[config.mk]
export PLATFORM = sky130hd
export DESIGN_NAME = scope_sample_frame_packer
export DESIGN_NICKNAME = d
export VERILOG_FILES = /design/src/hdl/sspk_pkg.sv /design/src/hdl/sspk_ram.sv /design/src/hdl/scope_sample_frame_packer.sv
export SDC_FILE = /design/constraint.sdc
export NUM_CORES = 1
export LEC_CHECK = 0
export BUFFER_PORTS_ARGS = -buffer_cell sky130_fd_sc_hd__buf_2
export CAP_MARGIN = 5
export CORE_MARGIN = 10
export CORE_UTILIZATION = 55
export CTS_CLUSTER_DIAMETER = 150
export DETAILED_ROUTE_END_ITERATION = 12
export HOLD_SLACK_MARGIN = 0.15
export PLACE_DENSITY = 0.7
export SETUP_SLACK_MARGIN = 0.4
export SYNTH_ARGS = -nofsm -noshare
export SYNTH_HDL_FRONTEND = slang
export SYNTH_SLANG_ARGS = --single-unit
[constraint.sdc]
create_clock -name i_clk -period 8.34 [get_ports i_clk]
set_input_delay 1.668 -clock i_clk [delete_from_list [all_inputs] [get_ports i_clk]]
set_output_delay 1.668 -clock i_clk [all_outputs]
set_load 0.1 [all_outputs]
[src/hdl/sspk_pkg.sv]
// Shared types and constants for the scope sample frame packer.
// No dependencies; imported by the top level and its checker.
`timescale 1ns / 1ps

package sspk_pkg;

    localparam int SAMPLE_W  = 16;
    localparam int CNT_W     = 6;
    localparam int S_TDATA_W = 24;
    localparam int M_TDATA_W = 32;

    localparam logic [CNT_W-1:0] MAX_USE_RESET = 6'd30;
    localparam logic [CNT_W-1:0] CNT_SAT       = 6'd63;

    // Output tdata layout
    localparam int OUT_CH_LSB  = 0;
    localparam int OUT_PT_LSB  = 6;
    localparam int OUT_DW_LSB  = 12;
    localparam int OUT_USED_W  = 28;

    typedef enum logic [3:0] {
        S_IDLE = 4'b0001,
        S_RD   = 4'b0010,
        S_LD   = 4'b0100,
        S_OUT  = 4'b1000
    } t_state;

endpackage

[src/hdl/sspk_ram.sv]
// Generic single-write, single-read RAM with registered read data.
// No dependencies; holds the frame buffer of the packer.
`timescale 1ns / 1ps

module sspk_ram #(
    parameter int WIDTH = 16,
    parameter int DEPTH = 32
) (
    input  logic                     i_clk,
    input  logic                     i_we,
    input  logic [$clog2(DEPTH)-1:0] i_waddr,
    input  logic [WIDTH-1:0]         i_wdata,
    input  logic                     i_re,
    input  logic [$clog2(DEPTH)-1:0] i_raddr,
    output logic [WIDTH-1:0]         o_rdata
);

    logic [WIDTH-1:0] r_mem [DEPTH];
    logic [WIDTH-1:0] r_rdata;

    always_ff @(posedge i_clk) begin
        if (i_we) begin
            r_mem[i_waddr] <= i_wdata;
        end
        if (i_re) begin
            r_rdata <= r_mem[i_raddr];
        end
    end

    assign o_rdata = r_rdata;

endmodule

[src/hdl/scope_sample_frame_packer.sv]
// Scope sample frame packer: top level with frame state and drain sequencer.
// Depends on sspk_pkg and sspk_ram (frame word buffer).
//
// Channel   Dir  Payload
// s_axis    in   tdata = sample[15:0], set_size[21:16]; tlast = last_in_set
// m_axis    out  tdata = frame_channels[5:0], frame_points[11:6], data_word[27:12];
//                tuser = has_data; tlast = last
// cfg       in   i_cfg_wdata = max_use, written when i_cfg_we is high
//
// An input request is taken while no frame is draining.
// A frame drain issues the first buffer read (S_RD), then for each stored word steps
// through S_LD (buffer read data into the output register) and S_OUT (held through m_axis stalls);
// an empty frame goes straight to S_OUT. Intake waits until the final result is taken.
// Reset (synchronous, active low) closes the frame; buffer contents are not cleared.
`timescale 1ns / 1ps

module scope_sample_frame_packer
    import sspk_pkg::*;
#(
    parameter int MAX_WORDS = 32
) (
    input  logic                 i_clk,
    input  logic                 i_rst_n,
    input  logic                 i_cfg_we,
    input  logic [CNT_W-1:0]     i_cfg_wdata,     // max_use
    input  logic                 i_s_axis_tvalid,
    output logic                 o_s_axis_tready,
    input  logic [S_TDATA_W-1:0] i_s_axis_tdata,  // sample[15:0], set_size[21:16]
    input  logic                 i_s_axis_tlast,
    output logic                 o_m_axis_tvalid,
    input  logic                 i_m_axis_tready,
    output logic [M_TDATA_W-1:0] o_m_axis_tdata,  // channels[5:0], points[11:6], word[27:12]
    output logic                 o_m_axis_tuser,  // has_data
    output logic                 o_m_axis_tlast
);

    localparam int AW    = $clog2(MAX_WORDS);
    localparam int CW    = $clog2(MAX_WORDS + 1);
    localparam int SUM_W = ((CW > CNT_W) ? CW : CNT_W) + 1;

    t_state              r_state, n_state;
    logic [CNT_W-1:0]    r_max_use;
    logic [CW-1:0]       r_fill;
    logic [CNT_W-1:0]    r_pts;
    logic [CNT_W-1:0]    r_chan;
    logic                r_open;
    logic [CNT_W-1:0]    r_set_idx;
    logic                r_set_fits;
    logic [CNT_W-1:0]    r_set_len;
    logic [CW-1:0]       r_drain_len;
    logic [AW-1:0]       r_rd_addr;
    logic [SAMPLE_W-1:0] r_out_word;
    logic                r_out_has;
    logic                r_out_last;

    logic [SAMPLE_W-1:0] in_sample;
    logic [CNT_W-1:0]    in_size;
    logic                acc;
    logic                first;
    logic                fresh;
    logic [SUM_W-1:0]    cap;
    logic [SUM_W-1:0]    max_ext;
    logic [CW-1:0]       fill_eff;
    logic [CNT_W-1:0]    pts_base;
    logic [CNT_W-1:0]    len_eff;
    logic                fits_eff;
    logic [SUM_W-1:0]    wsum;
    logic [CNT_W-1:0]    idx_inc;
    logic [CNT_W-1:0]    stored;
    logic [SUM_W-1:0]    fill_end;
    logic [CNT_W-1:0]    pts_end;
    logic                emit;
    logic                ram_we;
    logic                ram_re;
    logic [AW-1:0]       ram_raddr;
    logic [SAMPLE_W-1:0] ram_rdata;
    logic                out_take;

    assign in_sample = i_s_axis_tdata[SAMPLE_W-1:0];
    assign in_size   = i_s_axis_tdata[SAMPLE_W +: CNT_W];
    assign acc       = i_s_axis_tvalid && o_s_axis_tready;
    assign out_take  = (r_state == S_OUT) && i_m_axis_tready;

    assign max_ext = SUM_W'(r_max_use);
    assign cap     = (max_ext < SUM_W'(MAX_WORDS)) ? max_ext : SUM_W'(MAX_WORDS);

    assign first    = (r_set_idx == '0);
    assign fresh    = first && !r_open;
    assign fill_eff = fresh ? '0 : r_fill;
    assign pts_base = fresh ? '0 : r_pts;
    assign len_eff  = first ? in_size : r_set_len;
    assign fits_eff = first ? (SUM_W'(fill_eff) + SUM_W'(in_size) <= cap) : r_set_fits;

    assign wsum    = SUM_W'(fill_eff) + SUM_W'(r_set_idx);
    assign ram_we  = acc && fits_eff && (r_set_idx < len_eff);

    assign idx_inc  = (r_set_idx != CNT_SAT) ? r_set_idx + 1'b1 : r_set_idx;
    assign stored   = (idx_inc < len_eff) ? idx_inc : len_eff;
    assign fill_end = fits_eff ? SUM_W'(fill_eff) + SUM_W'(stored) : SUM_W'(fill_eff);
    assign pts_end  = (fits_eff && pts_base != CNT_SAT) ? pts_base + 1'b1 : pts_base;
    assign emit     = i_s_axis_tlast && (fill_end + SUM_W'(len_eff) > cap);

    assign ram_re    = (r_state == S_RD) || (out_take && !r_out_last);
    assign ram_raddr = (r_state == S_OUT) ? r_rd_addr + 1'b1 : r_rd_addr;

    sspk_ram #(
        .WIDTH (SAMPLE_W),
        .DEPTH (MAX_WORDS)
    ) u_ram (
        .i_clk   (i_clk),
        .i_we    (ram_we),
        .i_waddr (wsum[AW-1:0]),
        .i_wdata (in_sample),
        .i_re    (ram_re),
        .i_raddr (ram_raddr),
        .o_rdata (ram_rdata)
    );

    always_comb begin
        n_state = r_state;
        case (r_state)
            S_IDLE: begin
                if (acc && emit) begin
                    n_state = (fill_end == '0) ? S_OUT : S_RD;
                end
            end
            S_RD: begin
                n_state = S_LD;
            end
            S_LD: begin
                n_state = S_OUT;
            end
            S_OUT: begin
                if (i_m_axis_tready) begin
                    n_state = r_out_last ? S_IDLE : S_LD;
                end
            end
            default: begin
                n_state = S_IDLE;
            end
        endcase
    end

    always_ff @(posedge i_clk) begin
        if (!i_rst_n) begin
            r_state    <= S_IDLE;
            r_max_use  <= MAX_USE_RESET;
            r_fill     <= '0;
            r_pts      <= '0;
            r_chan     <= '0;
            r_open     <= 1'b0;
            r_set_idx  <= '0;
            r_set_fits <= 1'b0;
            r_set_len  <= '0;
        end else begin
            r_state <= n_state;
            if (i_cfg_we) begin
                r_max_use <= i_cfg_wdata;
            end
            if (acc) begin
                if (fresh) begin
                    r_chan <= in_size;
                end
                if (first) begin
                    r_set_len <= in_size;
                end
                if (!i_s_axis_tlast) begin
                    r_open     <= 1'b1;
                    r_set_idx  <= idx_inc;
                    r_set_fits <= fits_eff;
                    r_fill     <= fill_eff;
                    r_pts      <= pts_base;
                end else begin
                    r_set_idx  <= '0;
                    r_set_fits <= 1'b0;
                    r_pts      <= pts_end;
                    if (emit) begin
                        r_open <= 1'b0;
                        r_fill <= '0;
                    end else begin
                        r_open <= 1'b1;
                        r_fill <= fill_end[CW-1:0];
                    end
                end
            end
        end
    end

    // Drain payload
    always_ff @(posedge i_clk) begin
        if (acc && emit) begin
            r_drain_len <= fill_end[CW-1:0];
            r_rd_addr   <= '0;
            r_out_word  <= '0;
            r_out_has   <= 1'b0;
            r_out_last  <= 1'b1;
        end
        if (r_state == S_LD) begin
            r_out_word <= ram_rdata;
            r_out_has  <= 1'b1;
            r_out_last <= (SUM_W'(r_rd_addr) + 1'b1 == SUM_W'(r_drain_len));
        end
        if (out_take && !r_out_last) begin
            r_rd_addr <= r_rd_addr + 1'b1;
        end
    end

    assign o_s_axis_tready = (r_state == S_IDLE);
    assign o_m_axis_tvalid = (r_state == S_OUT);
    assign o_m_axis_tdata  = M_TDATA_W'({r_out_word, r_pts, r_chan});
    assign o_m_axis_tuser  = r_out_has;
    assign o_m_axis_tlast  = r_out_last;

endmodule

Word-level counts from Yosys, hierarchy flattened
Memories as Yosys holds them, arrays and structs flattened. A register that Yosys moved wholly into a read port is not among the register bits.
Cells that the tools add are included.
{"block": "word_totals", "mem_bits_rw": 512, "register_bits": 71, "inputBits": 36, "mem_count": 1, "elab_cells": 85, "out_inout_bits": 36}
{"name": "u_ram.r_mem", "depth": 32, "width": 16, "rd": 1, "rd_clocked_by_memory_dff": 1, "write_ports": 1, "line": "sspk_ram.sv:18", "text": "logic [WIDTH-1:0] r_mem [DEPTH];"}
{"block": "classes", "n_lt_le_gt_ge": 5, "n_mux": 30, "addsub": 8, "n_reduce_logical": 18, "eq_ne": 9}
{"cell": "6-bit two-way mux", "n": 11}
{"cell": "16-bit two-way mux", "n": 2}
{"cell": "4-bit case mux with 4 select lines", "n": 1}
{"cell": "5-bit two-way mux", "n": 3}
{"cell": "6-bit by 6-bit adder with 7-bit output", "n": 2}
{"cell": "6-bit by 1-bit adder with 6-bit output, second input constant", "n": 2}
{"cell": "6-bit < comparator", "n": 2}
{"cell": "4-bit two-way mux", "n": 3}
{"cell": "6-bit != test, second input constant", "n": 2}
{"cell": "1-bit logical AND", "n": 9}
{"cell": "1-bit two-way mux", "n": 8}
{"cell": "7-bit by 6-bit adder with 7-bit output", "n": 1}
{"cell": "7-bit by 6-bit > comparator with 1-bit output", "n": 1}
{"cell": "7-bit by 6-bit <= comparator with 1-bit output", "n": 1}
{"cell": "7-bit logical NOT", "n": 1}
{"cell": "7-bit two-way mux", "n": 1}
{"cell": "5-bit by 1-bit adder with 6-bit output, second input constant", "n": 1}
{"cell": "6-bit equality test", "n": 1}
{"cell": "6-bit logical NOT", "n": 1}
{"cell": "6-bit < comparator, second input constant", "n": 1}
{"cell": "5-bit by 1-bit adder with 5-bit output, second input constant", "n": 1}
{"cell": "5-bit adder", "n": 1}
{"cell": "4-bit by 1-bit equality test with 1-bit output, second input constant", "n": 1}
{"cell": "4-bit by 2-bit equality test with 1-bit output, second input constant", "n": 1}
{"cell": "other kinds (8)", "n": 12}

Logic depth before layout (Yosys ltp)
Gate-level depths: netlist of the first run.
{"block": "logic_depth", "ltp_word": 13, "depth_mapped": 38, "mapped_depth_nobuf": 35}

By module
Synthesis of the first run repeated with hierarchy kept, for this count alone.
{"block": "unflattened", "cells_unflattened": 1683, "hier_area_um2": 25645.8}
{"mod": "sspk_ram", "instances": 1, "cells_each": 1143, "area_each_um2": 20696.1}
{"mod": "scope_sample_frame_packer", "instances": 1, "cells_each": 540, "area_each_um2": 4949.7}

Least setup slack after synthesis of the first run
Ideal clock, no wire load.
{"block": "synth_timing", "path_type": "input-to-reg", "from": "input i_s_axis_tdata[16]", "to": "register r_out_last, in the netlist o_m_axis_tlast (enable)", "setup_slack_ns": 0.902, "cell_stages": 28, "setup_ns": 0.370, "path_buffers": 1, "t_arrival_ns": 7.068, "path_cell_list": "ha_1 maj3_2 maj3_2 maj3_2 a21oi_2 xnor2_1 ha_1 nand4_1 o22ai_1 o211ai_1 o21a_1 buf_2 mux2i_1 inv_1 ha_1 a21o_1 a21oi_1 o21bai_1 a21oi_1 xnor2_1 ha_1 nand3_1 a21o_1 a21oi_1 nand3b_1 or3_1 nand3_1 nand2_1"}
{"block": "synth_via", "elab_chain_cells": 10, "elab_cells_between_ends": 13, "cone_classes": "add/sub (3); order compare (3); mux (4); reduce/logical (3)"}
{"item": "start, declared", "line": "scope_sample_frame_packer.sv:28", "text": "input logic [S_TDATA_W-1:0] i_s_axis_tdata,"}
{"item": "6-bit two-way mux"}
{"item": "6-bit < comparator", "line": "scope_sample_frame_packer.sv:98", "text": "assign stored = (idx_inc < len_eff) ? idx_inc : len_eff;"}
{"item": "6-bit two-way mux", "line": "scope_sample_frame_packer.sv:98"}
{"item": "6-bit by 6-bit adder with 7-bit output", "line": "scope_sample_frame_packer.sv:99", "text": "assign fill_end = fits_eff ? SUM_W'(fill_eff) + SUM_W'(stored) : SUM_W'(fill_eff);"}
{"item": "7-bit two-way mux (*)", "line": "scope_sample_frame_packer.sv:99"}
{"item": "net fill_end[1]", "line": "scope_sample_frame_packer.sv:70", "text": "logic [SUM_W-1:0] fill_end;"}
{"item": "7-bit by 6-bit adder with 7-bit output (*)", "line": "scope_sample_frame_packer.sv:101", "text": "assign emit = i_s_axis_tlast && (fill_end + SUM_W'(len_eff) > cap);"}
{"item": "7-bit by 6-bit > comparator with 1-bit output (*)", "line": "scope_sample_frame_packer.sv:101"}
{"item": "1-bit logical AND (*)", "line": "scope_sample_frame_packer.sv:101"}
{"item": "1-bit logical AND (*)", "line": "scope_sample_frame_packer.sv:191", "text": "if (acc && emit) begin"}
{"item": "2-bit nonzero test (no line) (*)"}
{"item": "end signal, assigned", "line": "scope_sample_frame_packer.sv:201", "text": "r_out_last <= (SUM_W'(r_rd_addr) + 1'b1 == SUM_W'(r_drain_len));"}
{"item": "end, declared", "line": "scope_sample_frame_packer.sv:54", "text": "logic r_out_last;"}
The timed path passes the listed nets; every way through them passes the cells marked *.
A chain may end at the register's enable or synchronous reset.

Final worst setup path of the first run
{"block": "layout_timing", "from": "register r_set_idx[2]", "to": "register r_out_word[3] (enable)"}
{"block": "layout_via", "elab_chain_cells": 12, "elab_cells_between_ends": 19, "cone_classes": "add/sub (4); order compare (3); eq/ne (1); mux (6); reduce/logical (5)"}
{"item": "start, declared", "line": "scope_sample_frame_packer.sv:47", "text": "logic [CNT_W-1:0] r_set_idx;"}
{"item": "start signal, assigned", "line": "scope_sample_frame_packer.sv:169", "text": "r_set_idx <= idx_inc;"}
{"item": "parallel branches: the longest is 6 deep, another holds 6-bit by 6-bit adder with 7-bit output"}
{"item": "7-bit two-way mux (*)", "line": "scope_sample_frame_packer.sv:99"}
{"item": "net fill_end[4]", "line": "scope_sample_frame_packer.sv:70"}
{"item": "7-bit by 6-bit adder with 7-bit output (*)", "line": "scope_sample_frame_packer.sv:101"}
{"item": "7-bit by 6-bit > comparator with 1-bit output (*)", "line": "scope_sample_frame_packer.sv:101"}
{"item": "1-bit logical AND (*)", "line": "scope_sample_frame_packer.sv:101"}
{"item": "1-bit logical AND (*)", "line": "scope_sample_frame_packer.sv:191"}
{"item": "2-bit nonzero test (no line) (*)"}
{"item": "end signal, assigned", "line": "scope_sample_frame_packer.sv:199", "text": "r_out_word <= ram_rdata;"}
{"item": "end, declared", "line": "scope_sample_frame_packer.sv:52", "text": "logic [SAMPLE_W-1:0] r_out_word;"}
Mark *: on every way through the listed nets, which the timed path passes.

==> out/qor.csv, run 1 <==
stage,metric,value,unit
routing,DRC violations left,0,
outcome,status,"finished, final reports clean",
sta,max_slew headroom,0.174,
clocking,TritonCTS clock tree,built,
grt,global-route wire length before repair,92.6,mm
worst_hold_path,classification of the worst-slack hold path,flop to flop,
synthesis,number of instances in the synthesized netlist,1938,
synthesis,top_reg_cell synth,sky130_fd_sc_hd__edfxtp_1,
sta,post-route fraction of the period consumed by the critical path,0.881,
placement,Detail Placement HPWL,36.6,mm
routing,WL per Instance,23.2,um
synthesis,flip-flop and latch count after synthesis,599,
sta,number of setup violations in the final report,0,
grt,pin count of the biggest net entering global routing,161,
die,starting density of the core,0.555,
placement,PortBufs,65,
synthesis,sequential cell area fraction in the yosys report,0.697,
die,height of the die,234,um
synthesis,share of flip-flops with an asynchronous set or reset,0,
critical_path,Worst setup EP type,flop,
critical_path,maximum fanout count along the critical path,17,
die,boundary pin count,72,
grt,total routing usage reported by global routing,0.224,
grt,antenna violations before repair,2,
sta,achievable clock frequency,136,MHz
synthesis,count of distinct cell types in the synthesized netlist,66,
critical_path,critical path startpoint category,flop,
sta,RSZ-0062 raised after global routing,no,
clocking,number of sinks on the clock net,599,
power,Worst VDD drop,0.223,mV
clocking,CTS Buffer Depth,3,
critical_path,arrival time at the worst endpoint,7720,ps
cells_and_area,"commonest non-fill, non-tap cells in the layout","556 x sky130_fd_sc_hd__edfxtp_1, 400 x sky130_fd_sc_hd__nand2_1, 201 x sky130_fd_sc_hd__a21oi_1",
sta,Total Negative Setup Slacks,0,ps
clocking,total CTS buffers,57,
cells_and_area,share of post-route cells with drive strength above 1,0.113,
routing,Total Wirelength,61.9,mm
clocking,insertion delay to the later sink of the worst-skew pair,610,ps
clocking,clock slew seen by the registers of the worst setup and hold paths,60,ps
placement,worst setup timing slack at the placement stage,374,ps
critical_path,count of buffer and inverter cells on the critical path,1,
power,power per cell area,257,nW/um^2
cells_and_area,number of nets at the end of the flow,2102,
synthesis,number of enable flip-flop cells after synthesis,556,
power,cell leakage power,10.0,nW
die,chip width,234,um
routing,length of the first detailed-routing pass in iterations,5,
routing,vias post-DR,16082,
sta,Min Hold Slack,449,ps
placement,routability-driven placement congestion ratio,0.884,
synthesis,cell area after synthesis,25200,sq um
sta,final worst path period need,7350,ps
critical_path,largest stage delay on the critical path,630,ps
synthesis,count of yosys warnings during synthesis,0,
clocking,H-tree levels,2,
die,Cell Rows,78,
sta,clock skew,16.4,ps
synthesis,mean cell area of the mapped netlist,13.0,sq um
critical_path,cell type of the slowest stage on the worst timing path,sky130_fd_sc_hd__dfxtp_1,
flow_run,count of max-cap constraint violations,0,
cells_and_area,Synth-to-Final Area Change,11.3,%
clocking,number of hold-repair buffers added at the cts stage,0,
grt,via count of the first global-routing pass,15505,
routing,Antenna Nets Post-Route,0,
clocking,clock root buffer,sky130_fd_sc_hd__clkbuf_16,
critical_path,Setup CP Type,flop to flop,
grt,overflow left after global routing,0,
sta,hold violation count in the final report,0,
die,Die Outline Area,54800,sq um
cells_and_area,"leading cell type in the layout, fill and taps excluded",sky130_fd_sc_hd__edfxtp_1,
sta,worst-margin pin slew,1230,ps
critical_path,WP data required,8710,ps
critical_path,cell class contributing the biggest share of worst-path delay,simple AND/OR/NAND/NOR gates,
routing,number of DRC violations after detailed-routing iteration 0,1945,
cells_and_area,ant diodes,0,
synthesis,share of Yosys cell area claimed by the top area cell type,0.663,
routing,routed vias/inst,6.03,
synthesis,dominant cell type by area after synthesis,sky130_fd_sc_hd__edfxtp_1,
sta,"crit path setup slack, layout",991,ps
sta,fin. max-slew vios,0,
synthesis,Synth area leaders,"sky130_fd_sc_hd__edfxtp_1 66%, sky130_fd_sc_hd__nand2_1 6.0%, sky130_fd_sc_hd__mux2i_1 4.3%",
die,placeable core region,45400,sq um
==> cell type report <==
class,count,area [sq um]
clock buffers,76,1510
repair buffers,123,798
fillers,3440,17300
well taps,600,751
clock inverters,28,250
multi-input cells,1215,7080
flip-flops and latches,599,17600
inverters,24,91.3
==> cell usage after synthesis (6+ instances only) <==
cell type / instances
sky130_fd_sc_hd__edfxtp_1: 556
sky130_fd_sc_hd__nand2_1: 404
sky130_fd_sc_hd__a21oi_1: 201
sky130_fd_sc_hd__mux2i_1: 109
sky130_fd_sc_hd__nor4_1: 85
sky130_fd_sc_hd__nor2_1: 84
sky130_fd_sc_hd__o21ai_0: 45
sky130_fd_sc_hd__ha_1: 44
sky130_fd_sc_hd__buf_2: 43
sky130_fd_sc_hd__dfxtp_1: 43
sky130_fd_sc_hd__clkbuf_1: 41
sky130_fd_sc_hd__o22ai_1: 34
sky130_fd_sc_hd__and2_1: 27
sky130_fd_sc_hd__inv_1: 22
sky130_fd_sc_hd__xnor2_1: 22
sky130_fd_sc_hd__xor2_1: 16
sky130_fd_sc_hd__nand3_1: 15
sky130_fd_sc_hd__buf_4: 14
sky130_fd_sc_hd__a211oi_1: 10
sky130_fd_sc_hd__a21o_1: 9
sky130_fd_sc_hd__a22oi_1: 7
sky130_fd_sc_hd__nand4_1: 7
sky130_fd_sc_hd__nor3_1: 7
sky130_fd_sc_hd__mux2_2: 6
sky130_fd_sc_hd__nor2b_1: 6
sky130_fd_sc_hd__o21ai_1: 6
==> stage by stage <==
step	util	std cells	power (mW)	instance area [sq um]
4_1_cts	0.617	2663	7.22	28000
3_3_place_gp	0.579	2559	4.76	26300
6_report	0.618	2665	7.20	28000
3_5_place_dp	0.579	2559	4.79	26300
5_1_grt	0.618	2665	7.47	28000
2_1_floorplan	-	1941	4.40	25200
==> worst register-to-register path: cells and delay by family (launching register included) <==
family,cells,cell delay (ps)
flops,1,630
simple gates,12,2330
mux,1,330
xor+xnor,1,250
compound gates,10,1840
fa+ha+maj,5,1530
buf+inv,1,170
==> kinds of logic (layout without fill, tap and decap cells) <==
logic type / after synthesis / count (layout) / share of synthesized area
other cells: 1 / 4 / 0.000149
compound gates: 345 / 345 / 0.0772
xor+xnor: 38 / 38 / 0.0132
simple gates: 663 / 663 / 0.117
fa+ha+maj: 50 / 50 / 0.0252
flops: 599 / 599 / 0.697
buf+inv: 127 / 251 / 0.0244
mux: 115 / 115 / 0.0460
==> layer usage <==
metal,part of all wire,vias up,routed length [um],global-route usage
met4,0.026,2,1620,0.0738
li1,-,7324,-,-
met3,0.081,117,5010,0.0336
met2,0.48,721,29500,0.362
met5,0.00021,-,13,0
met1,0.42,7918,25800,0.308
==> what timing repair did <==
item	in CTS	in global routing
setup endpoints to repair	0	39
buffers inserted	0	2
resized for setup	0	6
hold endpoints to repair	0	0
==> sequential cells by signal, summed over array words and instances, names as in the netlist <==
| name | count |
|---|---|
| u_ram.o_rdata | 16 |
| r_set_len | 6 |
| r_set_idx | 6 |
| r_pts | 6 |
| r_out_word | 16 |
| u_ram.r_mem | 512 |
| r_max_use | 6 |
| r_fill | 6 |
| o_m_axis_tuser | 1 |
| r_state | 4 |
| r_open | 1 |
| r_chan | 6 |
| r_rd_addr | 5 |
| r_drain_len | 6 |
| r_set_fits | 1 |
| o_m_axis_tlast | 1 |
==> path summary, 6_finish.rpt <==
path	endpoint	cells past startpoint	slack, ps	startpoint
worst max register to register	r_out_word[3]	30	990	r_set_idx[2]
worst min register to register	o_m_axis_tuser	2	450	o_m_axis_tuser
worst max-delay path	r_out_word[3]	30	990	r_set_idx[2]
worst min-delay path	o_m_axis_tuser	2	450	o_m_axis_tuser
==> report_power, final <==
part | internal [mW] | switching [mW]
sequential | 3.38 | 0.0427
clock | 1.39 | 1.06
combinational | 0.366 | 0.959
total | 5.13 | 2.07
Power figures use the tool's default switching activity.
==> run 2, diff against run 1 <==
--- a/config.mk
+++ b/config.mk
@@ -7,2 +7,3 @@
 export LEC_CHECK = 0
+export ABC_CLOCK_PERIOD_IN_PS = 8340
 export BUFFER_PORTS_ARGS = -buffer_cell sky130_fd_sc_hd__buf_2
==> constraint.sdc (replaced) <==
create_clock -name i_clk -period 8.34 [get_ports i_clk]
set_input_delay 0.417 -clock i_clk [delete_from_list [all_inputs] [get_ports i_clk]]
set_output_delay 0.417 -clock i_clk [all_outputs]
set_load 0.1 [all_outputs]
==> out/qor.csv, run 2 (same netlist as run 1, synthesis figures left out) <==
stage,metric,value,unit,change
grt,global-route wire length before repair,91.2,mm,-1.5%
critical_path,R2R cell count,28,,-6.7%
critical_path,Setup CP Type,flop to flop,,
critical_path,cell type of the slowest stage on the worst timing path,sky130_fd_sc_hd__mux2i_1,,
clocking,insertion delay to the later sink of the worst-skew pair,610,ps,about the same
routing,Total Wirelength,61.2,mm,-1.1%
sta,number of setup violations in the final report,0,,unchanged
sta,RSZ-0062 raised after global routing,no,,
worst_hold_path,classification of the worst-slack hold path,input pin to flop,,
die,Die Outline Area,54800,sq um,unchanged
die,Cell Rows,78,,unchanged
critical_path,worst reg2reg path startpoint,r_set_idx[3],,
grt,overflow left after global routing,0,,unchanged
die,height of the die,234,um,unchanged
cells_and_area,number of nets at the end of the flow,2118,,+0.76%
clocking,TritonCTS clock tree,built,,
routing,WL per Instance,22.9,um,-1.5%
routing,vias post-DR,16018,,-0.40%
die,chip width,234,um,unchanged
critical_path,worst reg-to-reg setup slack,900,ps,-90 ps
die,boundary pin count,72,,unchanged
grt,antenna violations before repair,2,,unchanged
clocking,clock slew seen by the registers of the worst setup and hold paths,60,ps,about the same
placement,Detail Placement HPWL,36.5,mm,-0.16%
power,power per cell area,257,nW/um^2,about the same
sta,worst-margin pin slew,1260,ps,+30.7 ps
clocking,total CTS buffers,58,,+1.8%
cells_and_area,ant diodes,0,,unchanged
outcome,status,"finished, final reports clean",,
sta,hold violation count in the final report,0,,unchanged
sta,max_slew headroom,0.154,,-0.0207
routing,Antenna Nets Post-Route,0,,unchanged
cells_and_area,"non-filler cells, final",2676,,+0.41%
cells_and_area,count of filler cells inserted in the layout,3374,,-1.9%
sta,Total Negative Setup Slacks,0,ps,unchanged
grt,pin count of the biggest net entering global routing,161,,unchanged
critical_path,WP data required,8700,ps,about the same
worst_hold_path,HP Start,i_m_axis_tready,,
cells_and_area,"leading cell type in the layout, fill and taps excluded",sky130_fd_sc_hd__edfxtp_1,,
die,starting density of the core,0.555,,unchanged
critical_path,maximum fanout count along the critical path,17,,unchanged
cells_and_area,Synth-to-Final Area Change,12.0,%,
sta,achievable clock frequency,134,MHz,-1.3%
flow_run,count of max-cap constraint violations,0,,unchanged
placement,instance area at placement,26200,sq um,-0.10%
critical_path,arrival time at the worst endpoint,7800,ps,+80 ps
worst_hold_path,"Endpoint, Worst Hold",r_state[0],,
cells_and_area,Post-Layout Inst Area,28200,sq um,+0.65%
placement,PortBufs,65,,unchanged
worst_hold_path,hold depth,5,,+3
power,cell leakage power,10.1,nW,+0.55%
clocking,number of sinks on the clock net,599,,unchanged
sta,post-route fraction of the period consumed by the critical path,0.892,,+0.0112
routing,length of the first detailed-routing pass in iterations,5,,unchanged
routing,number of DRC violations after detailed-routing iteration 0,1621,,-17%
cells_and_area,"commonest non-fill, non-tap cells in the layout","556 x sky130_fd_sc_hd__edfxtp_1, 400 x sky130_fd_sc_hd__nand2_1, 201 x sky130_fd_sc_hd__a21oi_1",,
sta,clock skew,18.0,ps,+1.56 ps
critical_path,largest stage delay on the critical path,530,ps,-100 ps
power,Total Power Consumption,7.25,mW,+0.67%
routing,routed vias/inst,5.99,,-0.81%
clocking,CTS Buffer Depth,3,,unchanged
placement,total placed cells including tap cells,2557,,-0.078%
grt,total routing usage reported by global routing,0.221,,-0.00354
cells_and_area,post-layout util,0.622,,+0.00400
cells_and_area,max reg flops,512,,unchanged
placement,routability-driven placement congestion ratio,0.869,,-1.7%
sta,fin. max-slew vios,0,,unchanged
cells_and_area,register ranked first by flip-flop count,u_ram.r_mem,,
critical_path,FF-to-FF End,r_out_word[0],,
routing,DRC violations left,0,,unchanged
clocking,H-tree levels,2,,unchanged
power,Worst VDD drop,0.179,mV,-19%
clocking,clock root buffer,sky130_fd_sc_hd__clkbuf_16,,
grt,via count of the first global-routing pass,15230,,-1.8%
die,placeable core region,45400,sq um,unchanged
cells_and_area,share of post-route cells with drive strength above 1,0.113,,-0.000116
sta,final worst path period need,7440,ps,+93.1 ps
critical_path,Worst setup EP type,flop,,
critical_path,critical path startpoint category,flop,,
==> run 2: cell types whose count changed in the layout (fill, tap and decap cells not counted), sizes merged <==
cell	delta
buf	-2
bufinv	+1
clkbuf	-5
clkinv	-3
clkinvlp	+4
dlygate4sd3	+17
inv	-1
==> run 2: power by group <==
part / internal [mW] / total, mW / switching (mW)
logic: 0.366 / 1.32 / 0.958
registers: 3.38 / 3.42 / 0.0438
clock network: 1.43 / 2.50 / 1.07
==> run 2: metal layers <==
metal	vias up	part of all wire	global-route usage
met5	-	0	0
met4	0	0.028	0.0740
li1	7354	-	-
met2	682	0.47	0.350
met3	100	0.080	0.0366
met1	7882	0.42	0.306
==> run 2: how the worst max path moves through the flow <==
| stage | startpoint | to | slack, ps | depth (start not counted) |
|---|---|---|---|---|
| 2_1_floorplan | r_set_idx[1] | o_m_axis_tlast | 1120 | 35 |
| 3_3_place_gp | r_set_idx[1] | r_out_word[4] | 780 | 35 |
| 3_5_place_dp | r_set_idx[1] | r_out_word[0] | 600 | 35 |
| 4_1_cts | r_set_idx[1] | r_out_word[0] | 550 | 35 |
| 5_1_grt | r_set_idx[0] | r_out_word[0] | 420 | 35 |
| 6_report | r_set_idx[3] | r_out_word[0] | 900 | 28 |
==> run 2: layout make-up <==
type,instances,area (sq um),share of cell area
sequential,599,17600,0.622
multi-input combinational,1215,7080,0.251
clock buffer,71,1510,0.0535
timing repair buffer,138,945,0.0335
tap,600,751,0.0266
clock inverter,29,284,0.0101
inverter,24,91.3,0.00324
==> run 2: worst max-delay path, delay by kind of cell (launching register included) <==
family | cells | cell delay, ps
adders and majority gates | 5 | 1630
muxes | 2 | 860
xor gates and xnor gates | 1 | 310
and+or+nand+nor | 11 | 2410
DFF | 1 | 440
buffers and inverters | 1 | 180
AOI/OAI and AO/OA | 8 | 1350
==> run 2: through the flow <==
step	setup WS [ps]	hold slack, ps
6_report	898	200
5_1_grt	420	193
4_1_cts	547	175
3_5_place_dp	601	436
3_3_place_gp	776	432
2_1_floorplan	1120	442
==> run 2: repair_timing <==
action | CTS | global route
setup buffers | 0 | 2
endpoints found under the setup margin | 0 | 39
resized for setup | 0 | 6
hold buffers | 17 | 0
endpoints found under the hold margin | 13 | 0
==> run 3, diff against run 2 <==
Settings changed: RECOVER_POWER set to 100.
==> out/qor.csv, run 3 (same netlist as run 1, synthesis figures left out) <==
stage,metric,value,unit,change
outcome,status,"finished, violations left",,
outcome,violated checks,"capacitance limit, slew limit",,
critical_path,count of buffer and inverter cells on the critical path,3,,+2
sta,"crit path setup slack, layout",949,ps,+50.7 ps
critical_path,Setup CP Type,flop to flop,,
die,chip width,234,um,unchanged
flow_run,count of max-cap constraint violations,16,,+16
power,clock network power share,0.346,,about the same
sta,number of setup violations in the final report,0,,unchanged
critical_path,critical path startpoint category,flop,,
routing,vias post-DR,16041,,+0.14%
sta,max_slew headroom,-0.428,,-0.582
clocking,clock slew seen by the registers of the worst setup and hold paths,60,ps,about the same
grt,total routing usage reported by global routing,0.221,,unchanged
grt,via count of the first global-routing pass,15230,,unchanged
sta,fin. max-slew vios,534,,+534
cells_and_area,"leading cell type in the layout, fill and taps excluded",sky130_fd_sc_hd__edfxtp_1,,
worst_hold_path,classification of the worst-slack hold path,input pin to flop,,
clocking,number of sinks on the clock net,599,,unchanged
critical_path,maximum fanout count along the critical path,17,,unchanged
clocking,total CTS buffers,58,,unchanged
clocking,CTS Buffer Depth,3,,unchanged
grt,pin count of the biggest net entering global routing,161,,unchanged
routing,Antenna Nets Post-Route,0,,unchanged
routing,number of DRC violations after detailed-routing iteration 0,1745,,+7.6%
critical_path,cell class contributing the biggest share of worst-path delay,compound AO/OA/AOI/OAI gates,,
sta,Total Negative Setup Slacks,0,ps,unchanged
cells_and_area,number of nets at the end of the flow,2118,,unchanged
critical_path,cell type of the slowest stage on the worst timing path,sky130_fd_sc_hd__a2111oi_0,,
critical_path,arrival time at the worst endpoint,7750,ps,-50 ps
power,cell leakage power,9.73,nW,-3.5%
routing,DRC violations left,0,,unchanged
clocking,TritonCTS clock tree,built,,
critical_path,WP data required,8700,ps,about the same
die,Die Outline Area,54800,sq um,unchanged
sta,final worst path period need,7390,ps,-50.7 ps
die,boundary pin count,72,,unchanged
die,starting density of the core,0.555,,unchanged
sta,achievable clock frequency,135,MHz,+0.69%
placement,worst setup timing slack at the placement stage,601,ps,unchanged
placement,PortBufs,65,,unchanged
sta,hold violation count in the final report,0,,unchanged
cells_and_area,"commonest non-fill, non-tap cells in the layout","556 x sky130_fd_sc_hd__edfxtp_1, 401 x sky130_fd_sc_hd__nand2_1, 201 x sky130_fd_sc_hd__a21oi_1",,
power,switching power summed over all nets,2.07,mW,-0.27%
sta,post-route fraction of the period consumed by the critical path,0.886,,-0.00608
grt,global-route wire length before repair,91.2,mm,unchanged
power,switch share,0.286,,about the same
routing,routed vias/inst,5.99,,+0.14%
power,Worst VDD drop,0.177,mV,-1.5%
sta,Min Hold Slack,199,ps,-1.41 ps
grt,antenna violations before repair,2,,unchanged
power,Combinational Power Share,0.180,,-0.003
power,portion of total power attributed to sequential cells,0.474,,+0.002
routing,WL per Instance,22.9,um,about the same
sta,RSZ-0062 raised after global routing,no,,
placement,Detail Placement HPWL,36.5,mm,unchanged
clocking,H-tree levels,2,,unchanged
power,Pint,5.16,mW,-0.28%
critical_path,cell occurring most often along the worst timing path,sky130_fd_sc_hd__ha_1,,
sta,worst-margin pin slew,2140,ps,+884 ps
die,height of the die,234,um,unchanged
clocking,insertion delay to the later sink of the worst-skew pair,610,ps,about the same
critical_path,Worst setup EP type,flop,,
routing,Total Wirelength,61.2,mm,about the same
placement,routability-driven placement congestion ratio,0.869,,unchanged
cells_and_area,max reg flops,512,,unchanged
routing,length of the first detailed-routing pass in iterations,5,,unchanged
die,Cell Rows,78,,unchanged
sta,clock skew,19.2,ps,+1.20 ps
cells_and_area,register ranked first by flip-flop count,u_ram.r_mem,,
cells_and_area,Synth-to-Final Area Change,11.1,%,
cells_and_area,ant diodes,0,,unchanged
critical_path,largest stage delay on the critical path,410,ps,-120 ps
clocking,clock root buffer,sky130_fd_sc_hd__clkbuf_16,,
grt,overflow left after global routing,0,,unchanged
die,placeable core region,45400,sq um,unchanged
power,power per cell area,258,nW/um^2,+0.58%
cells_and_area,share of post-route cells with drive strength above 1,0.0674,,-0.0453
[run 3: changes by cell type in the layout (fill, tap and decap cells not counted), moves of 2 or more]
cell                       before  now
sky130_fd_sc_hd__nor4b_1        1    3
sky130_fd_sc_hd__clkbuf_1      12   99
sky130_fd_sc_hd__and2_0         0   14
sky130_fd_sc_hd__buf_4         53   14
sky130_fd_sc_hd__buf_2         65   17
sky130_fd_sc_hd__and2_1        26   12
sky130_fd_sc_hd__o21ai_0       44   46
sky130_fd_sc_hd__o21ai_1        7    5
sky130_fd_sc_hd__nor4b_2        2    0
[run 3: per-layer routing]
layer  up-vias  share of wire  track usage
li1       7353              -            -
met1      7946           0.42        0.306
met2       648           0.47        0.350
met3        94          0.078       0.0366
met4         0          0.027       0.0740
met5         -              0            0
[run 3: layout make-up]
| cell class | instances | area, sq um |
|---|---|---|
| Multi-Input combinational cell | 1215 | 7050 |
| Tap cell | 600 | 751 |
| Fill cell | 3461 | 17400 |
| Sequential cell | 599 | 17600 |
| Clock buffer | 71 | 1510 |
| Inverter | 24 | 91.3 |
| Clock inverter | 29 | 284 |
| Timing Repair Buffer | 138 | 738 |
[run 3: worst register-to-register path: cells and delay by family (launching register included)]
family	cells	cell delay [ps]
buffers and inverters	3	470
AO/OA/AOI/OAI	13	2680
XOR/XNOR	1	150
adder cells (fa/ha/maj)	6	1550
AND/OR/NAND/NOR	10	1920
flip-flops	1	380
[run 3: path summary, 6_finish.rpt]
path	endpoint	slack, ps	startpoint	depth (start not counted)
setup / recovery	r_out_word[10]	950	r_set_idx[0]	33
hold / removal	r_state[0]	200	i_m_axis_tready	5
setup reg to reg	r_out_word[10]	950	r_set_idx[0]	33
hold reg to reg	o_m_axis_tuser	450	o_m_axis_tuser	2
[run 3: power by group through the flow]
| stage | Clock, mW | Combinational (mW) | Sequential [mW] |
|---|---|---|---|
| 6_report | 2.50 | 1.30 | 3.43 |
| 5_1_grt | 2.65 | 1.40 | 3.43 |
| 4_1_cts | 2.54 | 1.31 | 3.42 |
| 3_5_place_dp | 0 | 1.30 | 3.49 |
| 3_3_place_gp | 0 | 1.28 | 3.48 |
| 2_1_floorplan | 0 | 0.781 | 3.62 |
[run 3: timing repair]
item                                    in CTS  in global routing
hold endpoints to repair                    13                  0
resized for setup                            0                  6
setup buffers                                0                  2
hold buffers                                17                  0
endpoints found under the setup margin       0                 39
[run 3: through the flow]
| stage | area, sq um | utilization | power [mW] | cells |
|---|---|---|---|---|
| after floorplan | 25200 | - | 4.40 | 1941 |
| after detailed placement | 26200 | 0.578 | 4.79 | 2557 |
| final | 28000 | 0.617 | 7.23 | 2676 |
| after global placement | 26200 | 0.578 | 4.76 | 2557 |
| after global routing | 28000 | 0.617 | 7.49 | 2676 |
| after CTS | 28200 | 0.621 | 7.27 | 2674 |
